===== src/rtl/core/assert_macros.svh =====
// Assertion macros used by the deframer RTL.
`ifndef ASSERT_MACROS_SVH
`define ASSERT_MACROS_SVH
`ifndef ASSERT_OFF
`define ASSERT_RST(lbl, clk, rstn, prop, msg) \
  lbl: assert property (@(posedge clk) disable iff (!rstn) prop) else $error(msg);
`define ASSERT_ANY(lbl, clk, prop, msg) \
  lbl: assert property (@(posedge clk) prop) else $error(msg);
`else
`define ASSERT_RST(lbl, clk, rstn, prop, msg)
`define ASSERT_ANY(lbl, clk, prop, msg)
`endif
`endif


===== src/rtl/core/lppd_pkg.sv =====
// Types and constants of the length-prefixed packet deframer.
package lppd_pkg;

  localparam int unsigned HeaderBytes = 9;
  localparam int unsigned FlagPos     = 4;
  localparam int unsigned LenBytes    = 4;
  localparam logic [6:0]  MinReset    = 7'd13;

  typedef enum logic [1:0] {
    REGION_HEADER  = 2'd0,
    REGION_NAME    = 2'd1,
    REGION_BODY    = 2'd2,
    REGION_DISCARD = 2'd3
  } region_e;

  typedef enum logic [1:0] {
    STATUS_OK           = 2'd0,
    STATUS_TOO_SHORT    = 2'd1,
    STATUS_LEN_MISMATCH = 2'd2,
    STATUS_NAME_LONG    = 2'd3
  } status_e;

endpackage


===== src/rtl/core/lppd_if.sv =====
// Valid/ready channel interfaces for the deframer input and result beats.
interface lppd_in_if;
  logic       valid;
  logic       ready;
  logic [7:0] data_byte;
  logic       last_byte;

  modport source (output valid, output data_byte, output last_byte, input ready);
  modport sink (input valid, input data_byte, input last_byte, output ready);
endinterface

interface lppd_out_if;
  logic                    valid;
  logic                    ready;
  logic [7:0]              out_byte;
  lppd_pkg::region_e       region;
  logic                    packet_done;
  lppd_pkg::status_e       status;
  logic signed [7:0]       header_flag;
  logic signed [31:0]      name_length;
  logic [31:0]             declared_length;

  modport source (
    output valid, output out_byte, output region, output packet_done, output status,
    output header_flag, output name_length, output declared_length, input ready
  );
  modport sink (
    input valid, input out_byte, input region, input packet_done, input status,
    input header_flag, input name_length, input declared_length, output ready
  );
endinterface


===== src/rtl/core/length_prefixed_packet_deframer.sv =====
// Length-prefixed packet deframer: header assembly, payload tagging, end status.
//
// in_i carries one packet byte per beat with last_byte on the final beat.
// out_o returns exactly one beat per input beat: the byte, its region tag
// (header, name, body, discarded), the header fields assembled so far and,
// on the last beat, packet_done with the packet status.
// cfg_we_i/cfg_wdata_i write min_packet_bytes; write it only while idle.
// A result is registered and appears in the cycle after its input beat is taken.
// Throughput: one beat per cycle unless stalled; the header parse, payload
// offset and status compares all sit between the input port and the result register.
// in_i.ready is high while the result register is empty or being drained,
// so a stalled receiver holds the result and blocks the input until it is taken.
// The byte counter saturates at all ones on very long packets.
// Reset clears the counter and header words, empties the result register
// and loads min_packet_bytes with 13.
`include "assert_macros.svh"

module length_prefixed_packet_deframer (
  input  logic        clk_i,
  input  logic        rst_ni,
  input  logic        cfg_we_i,
  input  logic [6:0]  cfg_wdata_i,
  lppd_in_if.sink     in_i,
  lppd_out_if.source  out_o
);
  import lppd_pkg::*;

  logic [6:0]  min_q;
  logic [31:0] pos_q, pos_d;
  logic [31:0] len_q, len_d;
  logic [7:0]  flag_q, flag_d;
  logic [31:0] name_q, name_d;
  logic        out_valid_q;
  logic        in_fire;
  logic        first, sat, name_neg;
  logic [31:0] off, count, minimum;
  region_e     region_d;
  status_e     status_d;

  assign in_i.ready = !out_valid_q || out_o.ready;
  assign in_fire    = in_i.valid && in_i.ready;

  assign first = (pos_q == '0);
  assign sat   = &pos_q;

  always_comb begin
    len_d  = first ? '0 : len_q;
    flag_d = first ? '0 : flag_q;
    name_d = first ? '0 : name_q;
    if (pos_q < 32'(LenBytes)) begin
      len_d = len_d | ({24'd0, in_i.data_byte} << {pos_q[1:0], 3'b000});
    end else if (pos_q == 32'(FlagPos)) begin
      flag_d = in_i.data_byte;
    end else if (pos_q < 32'(HeaderBytes)) begin
      name_d = name_d | ({24'd0, in_i.data_byte} << {2'(pos_q[1:0] - 2'd1), 3'b000});
    end
  end

  assign name_neg = name_d[31];
  assign off      = pos_q - 32'(HeaderBytes);
  assign count    = sat ? pos_q : pos_q + 32'd1;
  assign minimum  = (min_q < 7'(HeaderBytes)) ? 32'(HeaderBytes) : {25'd0, min_q};

  always_comb begin
    region_d = REGION_HEADER;
    if (pos_q >= 32'(HeaderBytes)) begin
      priority if (name_neg) begin
        region_d = REGION_DISCARD;
      end else if (off < name_d) begin
        region_d = REGION_NAME;
      end else begin
        region_d = REGION_BODY;
      end
    end
  end

  always_comb begin
    status_d = STATUS_OK;
    if (in_i.last_byte) begin
      priority if (count < minimum) begin
        status_d = STATUS_TOO_SHORT;
      end else if (len_d[31] || (len_d != count)) begin
        status_d = STATUS_LEN_MISMATCH;
      end else if (!name_neg && (name_d > (count - 32'(HeaderBytes)))) begin
        status_d = STATUS_NAME_LONG;
      end else begin
        status_d = STATUS_OK;
      end
    end
  end

  always_comb begin
    pos_d = pos_q;
    if (in_i.last_byte) begin
      pos_d = '0;
    end else if (!sat) begin
      pos_d = pos_q + 32'd1;
    end
  end

  always_ff @(posedge clk_i or negedge rst_ni) begin
    if (!rst_ni) begin
      min_q <= MinReset;
    end else if (cfg_we_i) begin
      min_q <= cfg_wdata_i;
    end
  end

  always_ff @(posedge clk_i or negedge rst_ni) begin
    if (!rst_ni) begin
      pos_q  <= '0;
      len_q  <= '0;
      flag_q <= '0;
      name_q <= '0;
    end else if (in_fire) begin
      pos_q  <= pos_d;
      len_q  <= len_d;
      flag_q <= flag_d;
      name_q <= name_d;
    end
  end

  always_ff @(posedge clk_i or negedge rst_ni) begin
    if (!rst_ni) begin
      out_valid_q <= 1'b0;
    end else if (in_i.ready) begin
      out_valid_q <= in_i.valid;
    end
  end

  always_ff @(posedge clk_i) begin
    if (in_fire) begin
      out_o.out_byte        <= in_i.data_byte;
      out_o.region          <= region_d;
      out_o.packet_done     <= in_i.last_byte;
      out_o.status          <= status_d;
      out_o.header_flag     <= flag_d;
      out_o.name_length     <= name_d;
      out_o.declared_length <= len_d;
    end
  end

  assign out_o.valid = out_valid_q;

  `ASSERT_RST(a_status_only_done, clk_i, rst_ni, (out_o.valid && !out_o.packet_done) |-> (out_o.status == STATUS_OK), "status set on a beat that is not the last")
  `ASSERT_RST(a_pos_advance, clk_i, rst_ni, (in_fire && !in_i.last_byte && !sat) |=> (pos_q == $past(pos_q) + 32'd1), "byte counter did not advance")
  `ASSERT_RST(a_pos_restart, clk_i, rst_ni, (in_fire && in_i.last_byte) |=> (pos_q == '0), "byte counter not cleared after last beat")
  `ASSERT_ANY(a_reset_empty, clk_i, !rst_ni |-> !out_o.valid, "result valid during reset")

endmodule

===== src/flat_wrapper.sv =====
// flat-port wrapper written by rule: the top's interface ports become plain ports
module length_prefixed_packet_deframer_flat import lppd_pkg::*;
  (clk_i, rst_ni, cfg_we_i, cfg_wdata_i, in_i_valid, in_i_data_byte, in_i_last_byte, in_i_ready, out_o_valid, out_o_out_byte, out_o_region, out_o_packet_done, out_o_status, out_o_header_flag, out_o_name_length, out_o_declared_length, out_o_ready);
  lppd_in_if in_i_i ();
  lppd_out_if out_o_i ();
  input  logic clk_i;
  input  logic rst_ni;
  input  logic cfg_we_i;
  input  logic [6:0] cfg_wdata_i;
  input wire logic [$bits(in_i_i.valid)-1:0] in_i_valid;
  input wire logic [$bits(in_i_i.data_byte)-1:0] in_i_data_byte;
  input wire logic [$bits(in_i_i.last_byte)-1:0] in_i_last_byte;
  output wire logic [$bits(in_i_i.ready)-1:0] in_i_ready;
  output wire logic [$bits(out_o_i.valid)-1:0] out_o_valid;
  output wire logic [$bits(out_o_i.out_byte)-1:0] out_o_out_byte;
  output wire logic [$bits(out_o_i.region)-1:0] out_o_region;
  output wire logic [$bits(out_o_i.packet_done)-1:0] out_o_packet_done;
  output wire logic [$bits(out_o_i.status)-1:0] out_o_status;
  output wire logic [$bits(out_o_i.header_flag)-1:0] out_o_header_flag;
  output wire logic [$bits(out_o_i.name_length)-1:0] out_o_name_length;
  output wire logic [$bits(out_o_i.declared_length)-1:0] out_o_declared_length;
  input wire logic [$bits(out_o_i.ready)-1:0] out_o_ready;
  assign in_i_i.valid = in_i_valid;
  assign in_i_i.data_byte = in_i_data_byte;
  assign in_i_i.last_byte = in_i_last_byte;
  assign in_i_ready = in_i_i.ready;
  assign out_o_valid = out_o_i.valid;
  assign out_o_out_byte = out_o_i.out_byte;
  assign out_o_region = out_o_i.region;
  assign out_o_packet_done = out_o_i.packet_done;
  assign out_o_status = out_o_i.status;
  assign out_o_header_flag = out_o_i.header_flag;
  assign out_o_name_length = out_o_i.name_length;
  assign out_o_declared_length = out_o_i.declared_length;
  assign out_o_i.ready = out_o_ready;
  length_prefixed_packet_deframer u_core (.clk_i(clk_i), .rst_ni(rst_ni), .cfg_we_i(cfg_we_i), .cfg_wdata_i(cfg_wdata_i), .in_i(in_i_i), .out_o(out_o_i));
endmodule

===== config.mk =====
export PLATFORM = sky130hd
export DESIGN_NAME = length_prefixed_packet_deframer_flat
export DESIGN_NICKNAME = d
export VERILOG_FILES = /design/src/rtl/core/lppd_pkg.sv /design/src/rtl/core/lppd_if.sv /design/src/rtl/core/length_prefixed_packet_deframer.sv /design/src/flat_wrapper.sv
export VERILOG_INCLUDE_DIRS = /design/src /design/src/rtl/core
export SDC_FILE = /design/constraint.sdc
export NUM_CORES = 1
export LEC_CHECK = 0
export BUFFER_PORTS_ARGS = -buffer_cell sky130_fd_sc_hd__buf_2
export CAP_MARGIN = 0
export CORE_MARGIN = 3
export CORE_UTILIZATION = 50
export CTS_BUF_LIST = sky130_fd_sc_hd__clkbuf_16
export CTS_CLUSTER_SIZE = 12
export DETAILED_ROUTE_END_ITERATION = 16
export MAX_ROUTING_LAYER = met4
export PLACE_DENSITY_LB_ADDON = 0.08
export SLEW_MARGIN = 20
export SYNTH_ARGS = -nofsm -noshare
export SYNTH_HDL_FRONTEND = slang
export SYNTH_SLANG_ARGS = --single-unit
export TNS_END_PERCENT = 5

===== constraint.sdc =====
create_clock -name clk_i -period 10.2 [get_ports clk_i]
set_input_delay 1.02 -clock clk_i [delete_from_list [all_inputs] [get_ports clk_i]]
set_output_delay 1.02 -clock clk_i [all_outputs]
set_load 0.01 [all_outputs]

## Yosys cells after proc, flatten, opt, wreduce, memory -nomap -nowiden

Cells that the tools add are included.

- $add $sub $neg: 4
- Order comparisons: 7
- Equal/unequal tests: 2
- Shift-type cells: 2
- Multiplexer cells: 17
- Bitwise logic cells: 3
- Reductions and logical operators: 9

Operator list:

| cell | count |
|---|---|
| 2-to-1 mux 32 bit | 8 |
| less-than comparator 32 bit | 2 |
| OR 32 bit | 2 |
| << shifter 8 x 5 -> 32 bit | 2 |
| subtractor 32 x 4 -> 32 bit, second input constant | 2 |
| adder 32 x 1 -> 32 bit, second input constant | 1 |
| equality test 32 x 3 -> 1 bit, second input constant | 1 |
| greater-or-equal comparator 32 x 4 -> 1 bit, second input constant | 1 |
| > comparator 32 bit | 1 |
| logical NOT 32 bit | 1 |
| less-than comparator 32 x 3 -> 1 bit, second input constant | 1 |
| less-than comparator 32 x 4 -> 1 bit, second input constant | 1 |
| inequality test 32 bit | 1 |
| AND reduction 32 bit | 1 |
| 2-to-1 mux 8 bit | 3 |
| 2-to-1 mux 2 bit | 4 |
| less-than comparator 7 x 4 -> 1 bit, second input constant | 1 |
| 2-to-1 mux 7 bit | 1 |
| logical AND 1 bit | 2 |
| logical NOT 1 bit | 2 |
| logical OR 1 bit | 2 |
| OR reduction 2 bit | 1 |
| subtractor 2 x 1 -> 2 bit, second input constant | 1 |
| 2-to-1 mux 1 bit | 1 |
| inverter 1 bit | 1 |

- Register bits after elaboration: 197
- Input bits: 21
- Word-level logic and storage cells: 58

## Logic depth before layout (Yosys ltp)

Gate-level depths: netlist of the first run.

- Depth in word-level cells: 11
- Mapped depth: 25

## Worst setup path after synthesis of the first run

No wires, ideal clock.

- Kind: register to register
- Start: reg u_core.pos_q[0]
- End: reg u_core.out_o.status[1] (data pin)
- Setup time: 0.256 ns
- Arrival: 5.036 ns
- Required time: 9.944 ns
- Slack: 4.908 ns
- Stages on the path, launching flop included: 25
- Buffers on the path: 3
- Period minus slack after synthesis: 5.292 ns
- Path through: dfrtp_1 > ha_1 > buf_2 > and3_1 > buf_2 > nand4_1 > o311ai_0 > xor2_1 > and3_1 > clkbuf_1 > nand3_2 > nand2b_1 > nor2_1 > nand4_1 > xnor2_1 > ha_1 > a21o_1 > a21o_1 > a21o_1 > a211oi_1 > o21bai_1 > a21oi_1 > o32ai_1 > o31a_1 > o211a_1

- Word-level cells in the longest chain between the ends: 10
- Elaborated cells between the ends (all ways): 28
- Those cells by class: 3 x add/sub; 4 x order compare; 2 x eq/ne; 2 x shift; 9 x mux; 2 x bitwise; 6 x reduce/logical

RTL lines:

| element | RTL line | RTL |
|---|---|---|
| from (decl) | length_prefixed_packet_deframer.sv:29 | `logic [31:0] pos_q, pos_d;` |
| from (signal assigned) | length_prefixed_packet_deframer.sv:116 | `pos_q <= pos_d;` |
| branches (longest 10 deep; another with adder 32 x 1 -> 32 bit) | -- |  |
| to (signal assigned) | length_prefixed_packet_deframer.sv:136 | `out_o.status <= status_d;` |
| to (decl) | lppd_if.sv:24 | `output valid, output out_byte, output region, output packet_done, output status,` |

Several ways; the timed one is not identified.
A chain may end at the register's enable or synchronous reset.

## Final worst setup path of the first run

Ends and elaborated chain as after synthesis.

==> Implementation_results.wiki, run 1 <==
{| class="wikitable"
! Metric !! Value
|-
| Status || completed
|-
| Hold violation total from the final report || 0
|-
| Detailed-route wire length per cell || 21.38 um
|-
| RSZ-0062 raised after global routing || no
|-
| Leading area contributor after synthesis || sky130_fd_sc_hd__dfrtp_1
|-
| Share of synthesized area occupied by flip-flops and latches || 44.68%
|-
| Area growth from synthesis to final layout || 10.55%
|-
| Post-CTS setup-driven buffer insertion count || 0
|-
| Maximum fanout along the worst path || 55
|-
| Fraction of synthesis flops using an asynchronous set or reset pin || 56.85%
|-
| Max Root-Sink Buffers || 2
|-
| Cell area after synthesis || 12000 um2
|-
| Total power per unit cell area || 189.8 nW/um2
|-
| Hold/Removal Path Class || flip-flop to flip-flop
|-
| IO Pins || about 110
|-
| Total DRC errors in the routed layout || 0
|-
| Vias per Instance || 5.894
|-
| Reported max-cap violation count || 0
|-
| Finish-stage setup viols || 0
|-
| Register bit count reported by yosys || 197
|-
| Highest attainable clock frequency || 149.8 MHz
|-
| Clock network latency to the later pin of the worst-skew pair || 0.45 ns
|-
| Adder and majority gate portion of the synthesized area || 7.385%
|-
| Dpl hpwl || around 26000 um
|-
| Post-synthesis average cell area || 9.520 um2
|-
| Floorplan die area || 25890 um2
|-
| Dominant register cell in the synthesized netlist || sky130_fd_sc_hd__dfrtp_1
|-
| First-pass GRT wire length || around 54000 um
|-
| Floorplan core area || 23540 um2
|-
| Post-synthesis instance total || 1260
|-
| Port-buffer cells || 107
|-
| Post-route clock period utilization || 65.46%
|-
| # resized after CTS || 0
|-
| CTS tree || done
|-
| Wire length reported by the detailed router || 35110 um
|-
| FILL cells || 2132
|-
| Share of the synthesized netlist area taken by xor and xnor gates || 7.667%
|-
| Portion of synthesized cell area occupied by the leading cell type || between 20% and 30%
|-
| Global-route usage over all layers || 28.07%
|-
| Clock Skew || 0.01203 ns
|-
| Cts hold-fix bufs || 0
|-
| Synth Area in Simple Gates || a little under a fifth
|-
| Number of nets in the layout || 1401
|-
| EDFF count, synth || 85
|-
| Setup Crit Path Kind || flip-flop to flip-flop
|-
| Floorplan row count || 56
|-
| Synth top area cells || sky130_fd_sc_hd__dfrtp_1 23%, sky130_fd_sc_hd__edfxtp_1 21%, sky130_fd_sc_hd__ha_1 7.3%, sky130_fd_sc_hd__nand2_1 7.0%, sky130_fd_sc_hd__xnor2_1 4.8%
|-
| Syn. warnings || 0
|-
| Data required time of the worst path || ~10 ns
|-
| Endpoint kind of the worst setup timing path || flip-flop
|-
| Distinct cell type count of the synthesized netlist || 78
|-
| Congestion Overflow GR || 0
|-
| Maximum ir drop on the vdd rail || ~0.00011 V
|-
| Num Clock Sinks || 197
|-
| Master cell of the clock root buffer || sky130_fd_sc_hd__clkbuf_16
|-
| Maximum number of pins on one net before global-route repair || 99
|-
| Fraction of layout instances using a drive strength above 1 || 14.21%
|-
| Deepest level of the CTS H-tree || 4
|-
| Power, Total || 2.516 mW
|-
| Largest family of logic cells by synthesized area || simple AND/OR/NAND/NOR gates
|-
| Height of the die || approximately 160 um
|-
| Initial antenna violation count || 0
|-
| Vias in the first global route || 8840
|-
| Detailed Route Iter0 Violations || 841
|-
| Share of synthesized area spent on multiplexers || under 10%
|-
| CTS Buf Count || 17
|-
| DRT Pass-1 Iters || 5
|-
| Clock-pin transition on the worst setup and hold timing paths || 0.08 ns
|-
| Cell Count, Final, Fillers Out || around 1600
|-
| Slew HR || 28.93%
|-
| Synthesized-area fraction occupied by ao, oa, aoi and oai cells || 15.45%
|-
| Worst-margin pin slew || 1.058 ns
|-
| Min Tclk post-route || ~6.7 ns
|-
| Number of pins with negative max-slew slack in the final report || 0
|-
| Number of antenna repair diodes || 0
|-
| Aggregate negative setup slack || 0 ns
|-
| Leakage power of the design || 5.993 nW
|-
| Critical Path Start Type || flip-flop
|-
| Die extent in x || around 160 um
|-
| Count of placed standard cells including taps || 1610
|-
| Critical Path AT || 6.87 ns
|-
| Total number of vias || slightly below 10000
|-
| Number of antenna-violating nets in the routed design || 0
|-
| Syn Nets || approximately 1400
|-
| Global placer's final weighted congestion || between 0.9 and 1
|-
| Starting density of the core || around half
|}
path summary, 6_finish.rpt:
| path | start | to | slack, ns | depth (start not counted) |
|---|---|---|---|---|
| max | u_core.pos_q[0] | u_core.out_o.status[1] | 3.52 | 20 |
| min | u_core.len_q[8] | u_core.len_q[8] | 0.48 | 2 |
| max in group asynchronous | rst_ni | u_core.pos_q[31] | 8.25 | 2 |
| min in group asynchronous | rst_ni | u_core.flag_q[4] | 0.58 | 1 |
| max reg2reg | u_core.pos_q[0] | u_core.out_o.status[1] | 3.52 | 20 |
| min reg2reg | u_core.len_q[8] | u_core.len_q[8] | 0.48 | 2 |
state kept, by name (all words and copies together), names as in the netlist:
| signal | count |
|---|---|
| u_core.out_o.name_length | 32 |
| u_core.out_o.status | 2 |
| u_core.out_o.declared_length | 32 |
| u_core.len_q | 32 |
| u_core.out_o.out_byte | 8 |
| u_core.out_o.packet_done | 1 |
| u_core.flag_q | 8 |
| u_core.out_o.valid | 1 |
| u_core.pos_q | 32 |
| u_core.out_o.region | 2 |
| u_core.name_q | 32 |
| u_core.out_o.header_flag | 8 |
| u_core.min_q | 7 |
cells in the mapped netlist, types with 14 or more instances:
cell and count:
sky130_fd_sc_hd__a21oi_1 37, sky130_fd_sc_hd__nor2_1 56, sky130_fd_sc_hd__ha_1 70, sky130_fd_sc_hd__nor2b_1 14, sky130_fd_sc_hd__xnor2_1 66, sky130_fd_sc_hd__inv_1 58, sky130_fd_sc_hd__a22o_1 17, sky130_fd_sc_hd__clkbuf_1 64
sky130_fd_sc_hd__nor3_1 24, sky130_fd_sc_hd__nand4_1 37, sky130_fd_sc_hd__a21o_1 14, sky130_fd_sc_hd__a32oi_1 16, sky130_fd_sc_hd__edfxtp_1 85, sky130_fd_sc_hd__nand3_1 25, sky130_fd_sc_hd__a22oi_1 17, sky130_fd_sc_hd__o21ai_0 92
sky130_fd_sc_hd__dfrtp_1 109, sky130_fd_sc_hd__mux2_2 16, sky130_fd_sc_hd__and3_1 14, sky130_fd_sc_hd__xor2_1 39, sky130_fd_sc_hd__nand2_1 223
stage by stage:
stage / cell area (um2) / worst slack (ns) / utilization (%) / hold WS [ns]
6_report: 13260 / 3.523 / 56.32 / 0.4819
5_1_grt: 13260 / 3.057 / 56.32 / 0.5038
4_1_cts: 13260 / 3.599 / 56.31 / 0.4825
3_5_place_dp: 12640 / 3.630 / 53.68 / 0.4635
3_3_place_gp: 12640 / 3.807 / 53.68 / 0.4574
2_1_floorplan: 12000 / 4.908 / - / 0.4462
cells by family (layout without fill, tap and decap cells):
group | Yosys count | after routing
buffers and inverters | 144 | 207
muxes | 19 | 19
AOI/OAI and AO/OA | 271 | 271
and+or+nand+nor | 453 | 453
xor gates and xnor gates | 105 | 105
DFF | 197 | 197
adders and majority gates | 71 | 71
area by class of cell:
| class | instances | area [um2] | area share, % |
|---|---|---|---|
| tap | 319 | 399.1 | 3.010 |
| multi-input combinational | 919 | 6050 | 45.62 |
| clock inverter | 15 | 193.9 | 1.463 |
| clock buffer | 17 | 425.4 | 3.208 |
| sequential | 197 | 5359 | 40.41 |
| timing repair buffer | 117 | 613.1 | 4.624 |
| inverter | 58 | 220.2 | 1.661 |
metal layers:
metal | part of all wire [%] | up-vias | GRT usage (%)
li1 | - | 4615 | -
met1 | 48 | 4649 | 41.73
met2 | 44 | 373 | 41.19
met3 | 6.2 | 41 | 3.430
met4 | 2.1 | 0 | 6.961
met5 | 0 | - | -
cells in the final DEF, fill, tap and decap left out, types with 7 or more instances in the layout:
cell type and instances:
sky130_fd_sc_hd__a21o_1 14, sky130_fd_sc_hd__a21oi_1 37, sky130_fd_sc_hd__a22o_1 17, sky130_fd_sc_hd__a22oi_1 17, sky130_fd_sc_hd__a31oi_1 9, sky130_fd_sc_hd__a32o_1 8, sky130_fd_sc_hd__a32oi_1 16, sky130_fd_sc_hd__and3_1 14
sky130_fd_sc_hd__and4_1 7, sky130_fd_sc_hd__buf_2 106, sky130_fd_sc_hd__buf_4 11, sky130_fd_sc_hd__clkbuf_16 17, sky130_fd_sc_hd__dfrtp_1 109, sky130_fd_sc_hd__edfxtp_1 85, sky130_fd_sc_hd__ha_1 70, sky130_fd_sc_hd__inv_1 57
sky130_fd_sc_hd__mux2_2 16, sky130_fd_sc_hd__nand2_1 222, sky130_fd_sc_hd__nand2b_1 11, sky130_fd_sc_hd__nand3_1 25, sky130_fd_sc_hd__nand4_1 37, sky130_fd_sc_hd__nor2_1 55, sky130_fd_sc_hd__nor2b_1 14, sky130_fd_sc_hd__nor3_1 24
sky130_fd_sc_hd__nor4_1 10, sky130_fd_sc_hd__o21ai_0 92, sky130_fd_sc_hd__o2bb2ai_1 10, sky130_fd_sc_hd__xnor2_1 66, sky130_fd_sc_hd__xor2_1 39
worst max-delay path, stage by stage, from the launching register on:
cell and delay (ns):
sky130_fd_sc_hd__dfrtp_1 0.33, sky130_fd_sc_hd__buf_4 0.48, sky130_fd_sc_hd__ha_1 0.45, sky130_fd_sc_hd__and3_1 0.41
sky130_fd_sc_hd__nand4_1 0.23, sky130_fd_sc_hd__o311ai_0 0.45, sky130_fd_sc_hd__xor2_1 0.67, sky130_fd_sc_hd__and3_1 0.37
sky130_fd_sc_hd__nand3_2 0.22, sky130_fd_sc_hd__nor2_2 0.41, sky130_fd_sc_hd__nand2_1 0.15, sky130_fd_sc_hd__xnor2_1 0.16
sky130_fd_sc_hd__ha_1 0.31, sky130_fd_sc_hd__a21o_1 0.16, sky130_fd_sc_hd__a21o_1 0.17, sky130_fd_sc_hd__a21oi_1 0.14
sky130_fd_sc_hd__nor2_1 0.06, sky130_fd_sc_hd__a2111oi_0 0.52, sky130_fd_sc_hd__o32ai_1 0.20, sky130_fd_sc_hd__o31a_1 0.30
sky130_fd_sc_hd__o211a_1 0.24
power breakdown:
part | internal, mW | switching [mW] | total [mW]
clock network | 0.339 | 0.371 | 0.709
logic | 0.288 | 0.488 | 0.776
registers | 0.970 | 0.0614 | 1.03
(Power assumes the default switching activity.)
==> run 2, diff against run 1 <==
Clock period 10.2 ns to 5.74 ns, I/O delays scaled along.
==> Implementation_results.wiki, run 2 (synthesis results as in run 1) <==
{| class="wikitable"
! Metric !! Value
|-
| Data required time of the worst path || 5.94 ns
|-
| Number of antenna repair diodes || 0
|-
| DRT Pass-1 Iters || 6
|-
| Clock network latency to the later pin of the worst-skew pair || 0.46 ns
|-
| Die extent in x || approximately 160 um
|-
| Maximum number of pins on one net before global-route repair || 134
|-
| First-pass GRT wire length || about 57000 um
|-
| Worst Reg-to-Reg Cells || 21
|-
| Fraction of layout instances using a drive strength above 1 || 17.69%
|-
| Deepest level of the CTS H-tree || 4
|-
| Detailed Route Iter0 Violations || 1022
|-
| Number of pins with negative max-slew slack in the final report || 0
|-
| Wire length reported by the detailed router || 36860 um
|-
| Total power per unit cell area || 329.4 nW/um2
|-
| Hold violation total from the final report || 0
|-
| Reported max-cap violation count || 0
|-
| RSZ-0062 raised after global routing || no
|-
| Min Tclk post-route || 5.430 ns
|-
| Final cell area excluding filler cells || between 10000 and 15000 um2
|-
| Detailed-route wire length per cell || between 20 and 25 um
|-
| Floorplan row count || between 50 and 60
|-
| Global placer's final weighted congestion || around 0.96
|-
| Post-route clock period utilization || a little over nine tenths
|-
| Hold/Removal Path Class || primary input to asynchronous set/reset pin
|-
| Clock-pin transition on the worst setup and hold timing paths || 0.09 ns
|-
| Vias per Instance || 5.902
|-
| Global-route usage over all layers || 29.54%
|-
| Master cell of the clock root buffer || sky130_fd_sc_hd__clkbuf_16
|-
| Count of placed standard cells including taps || 1661
|-
| Critical Path AT || 5.63 ns
|-
| Total number of vias || 9992
|-
| Cell Count, Final, Fillers Out || 1693
|-
| Total DRC errors in the routed layout || 0
|-
| IO Pins || 108
|-
| CTS Buf Count || 17
|-
| Power, Total || 4.516 mW
|-
| Worst hold slack across all endpoints || 0.1647 ns
|-
| Status || completed
|-
| FILL cells || 2094
|-
| Floorplan die area || 25890 um2
|-
| Endpoint kind of the worst setup timing path || flip-flop
|-
| Vias in the first global route || 9432
|-
| Starting density of the core || 50.95%
|-
| Initial antenna violation count || 0
|-
| Worst-margin pin slew || 0.9695 ns
|-
| Aggregate negative setup slack || 0 ns
|-
| Number of nets in the layout || about 1500
|-
| Congestion Overflow GR || 0
|-
| Leading cell type in the layout, fill and taps excluded || sky130_fd_sc_hd__nand2_1
|-
| Max Root-Sink Buffers || 2
|-
| Slew HR || 35.37%
|-
| Endpoint of the worst-slack reg-to-reg timing path || u_core.out_o.status[1]
|-
| Setup Crit Path Kind || flip-flop to flip-flop
|-
| Worst reg2reg startpoint || u_core.pos_q[1]
|-
| Slack of the critical path || between 0.3 and 0.4 ns
|-
| Floorplan core area || around 24000 um2
|-
| Maximum ir drop on the vdd rail || between 0.00015 and 0.0002 V
|-
| Maximum fanout along the worst path || 9
|-
| Num Clock Sinks || 197
|-
| Highest attainable clock frequency || 184.2 MHz
|-
| Worst slack at placement || 0.3264 ns
|-
| R2r setup slk || 0.31 ns
|-
| CTS tree || done
|-
| Cell area after placement || approximately 13000 um2
|-
| Final core utilization || 58.23%
|-
| Number of antenna-violating nets in the routed design || 0
|-
| Critical Path Start Type || flip-flop
|-
| Port-buffer cells || 107
|-
| Clock Skew || between 0.015 and 0.02 ns
|-
| Dpl hpwl || 27710 um
|-
| Finish-stage setup viols || 0
|-
| Area growth from synthesis to final layout || 14.29%
|-
| Height of the die || 160.9 um
|-
| Leading cell types in the layout, fill and taps excluded || 222 x sky130_fd_sc_hd__nand2_1, 109 x sky130_fd_sc_hd__dfrtp_1, 106 x sky130_fd_sc_hd__buf_2
|-
| Leakage power of the design || 6.281 nW
|}
==> run 2: changes by cell type in the layout (fill, tap and decap cells not counted), moves of 2 or more <==
cell / before / now
sky130_fd_sc_hd__buf_4: 11 / 61
sky130_fd_sc_hd__nor3_1: 24 / 22
sky130_fd_sc_hd__nor3_2: 0 / 2
sky130_fd_sc_hd__nor4_1: 10 / 8
==> run 2: repair_timing <==
action,4_1_cts,5_1_grt
hold buffers,0,0
gates resized for setup,0,5
endpoints found under the setup margin,0,3
buffers inserted,0,0
==> run 2: per-layer routing <==
metal | track usage [%] | vias to the layer above | share of wire, %
met4 | 9.503 | 0 | 3.2
met3 | 4.230 | 67 | 7.7
li1 | - | 4707 | -
met2 | 44.08 | 435 | 45
met5 | - | - | 0
met1 | 41.88 | 4783 | 44
==> run 2: worst max-delay path by stage <==
| stage | depth (start not counted) | from | to |
|---|---|---|---|
| final | 21 | u_core.pos_q[1] | u_core.out_o.status[1] |
| after global routing | 21 | u_core.pos_q[1] | u_core.out_o.status[1] |
| after CTS | 15 | u_core.pos_q[8] | u_core.out_o.region[0] |
| after global placement | 15 | u_core.pos_q[8] | u_core.out_o.region[0] |
| after floorplan | 24 | u_core.pos_q[0] | u_core.out_o.status[1] |
| after detailed placement | 15 | u_core.pos_q[4] | u_core.out_o.region[0] |
==> run 2: worst max-delay path, stage by stage, from the launching register on <==
cell	delay, ns
sky130_fd_sc_hd__dfrtp_1	0.51
sky130_fd_sc_hd__ha_1	0.26
sky130_fd_sc_hd__and3_1	0.23
sky130_fd_sc_hd__nand4_1	0.18
sky130_fd_sc_hd__o311ai_0	0.58
sky130_fd_sc_hd__xor2_1	0.21
sky130_fd_sc_hd__and3_1	0.28
sky130_fd_sc_hd__nand3_2	0.24
sky130_fd_sc_hd__nand2b_1	0.24
sky130_fd_sc_hd__nor2_1	0.26
sky130_fd_sc_hd__nand4_1	0.17
sky130_fd_sc_hd__xnor2_1	0.16
sky130_fd_sc_hd__ha_1	0.30
sky130_fd_sc_hd__a21o_1	0.16
sky130_fd_sc_hd__a21o_1	0.16
sky130_fd_sc_hd__a21o_1	0.17
sky130_fd_sc_hd__a211oi_1	0.23
sky130_fd_sc_hd__o21bai_1	0.09
sky130_fd_sc_hd__a21oi_1	0.15
sky130_fd_sc_hd__o32ai_1	0.11
sky130_fd_sc_hd__o31a_1	0.29
sky130_fd_sc_hd__o211a_1	0.22
==> run 2: cell type report <==
cell class | instances | area [um2] | share of cell area [%]
well taps | 319 | 399.1 | 2.911
repair buffers | 168 | 1008 | 7.356
inverters | 58 | 220.2 | 1.606
flip-flops and latches | 197 | 5359 | 39.09
multi-input cells | 919 | 6078 | 44.34
clock buffers | 17 | 425.4 | 3.103
clock inverters | 15 | 219.0 | 1.597
==> run 2: power breakdown <==
part / total (mW) / switching (mW) / internal (mW)
Sequential: 1.82 / 0.100 / 1.72
Combinational: 1.38 / 0.850 / 0.533
Clock: 1.31 / 0.662 / 0.648
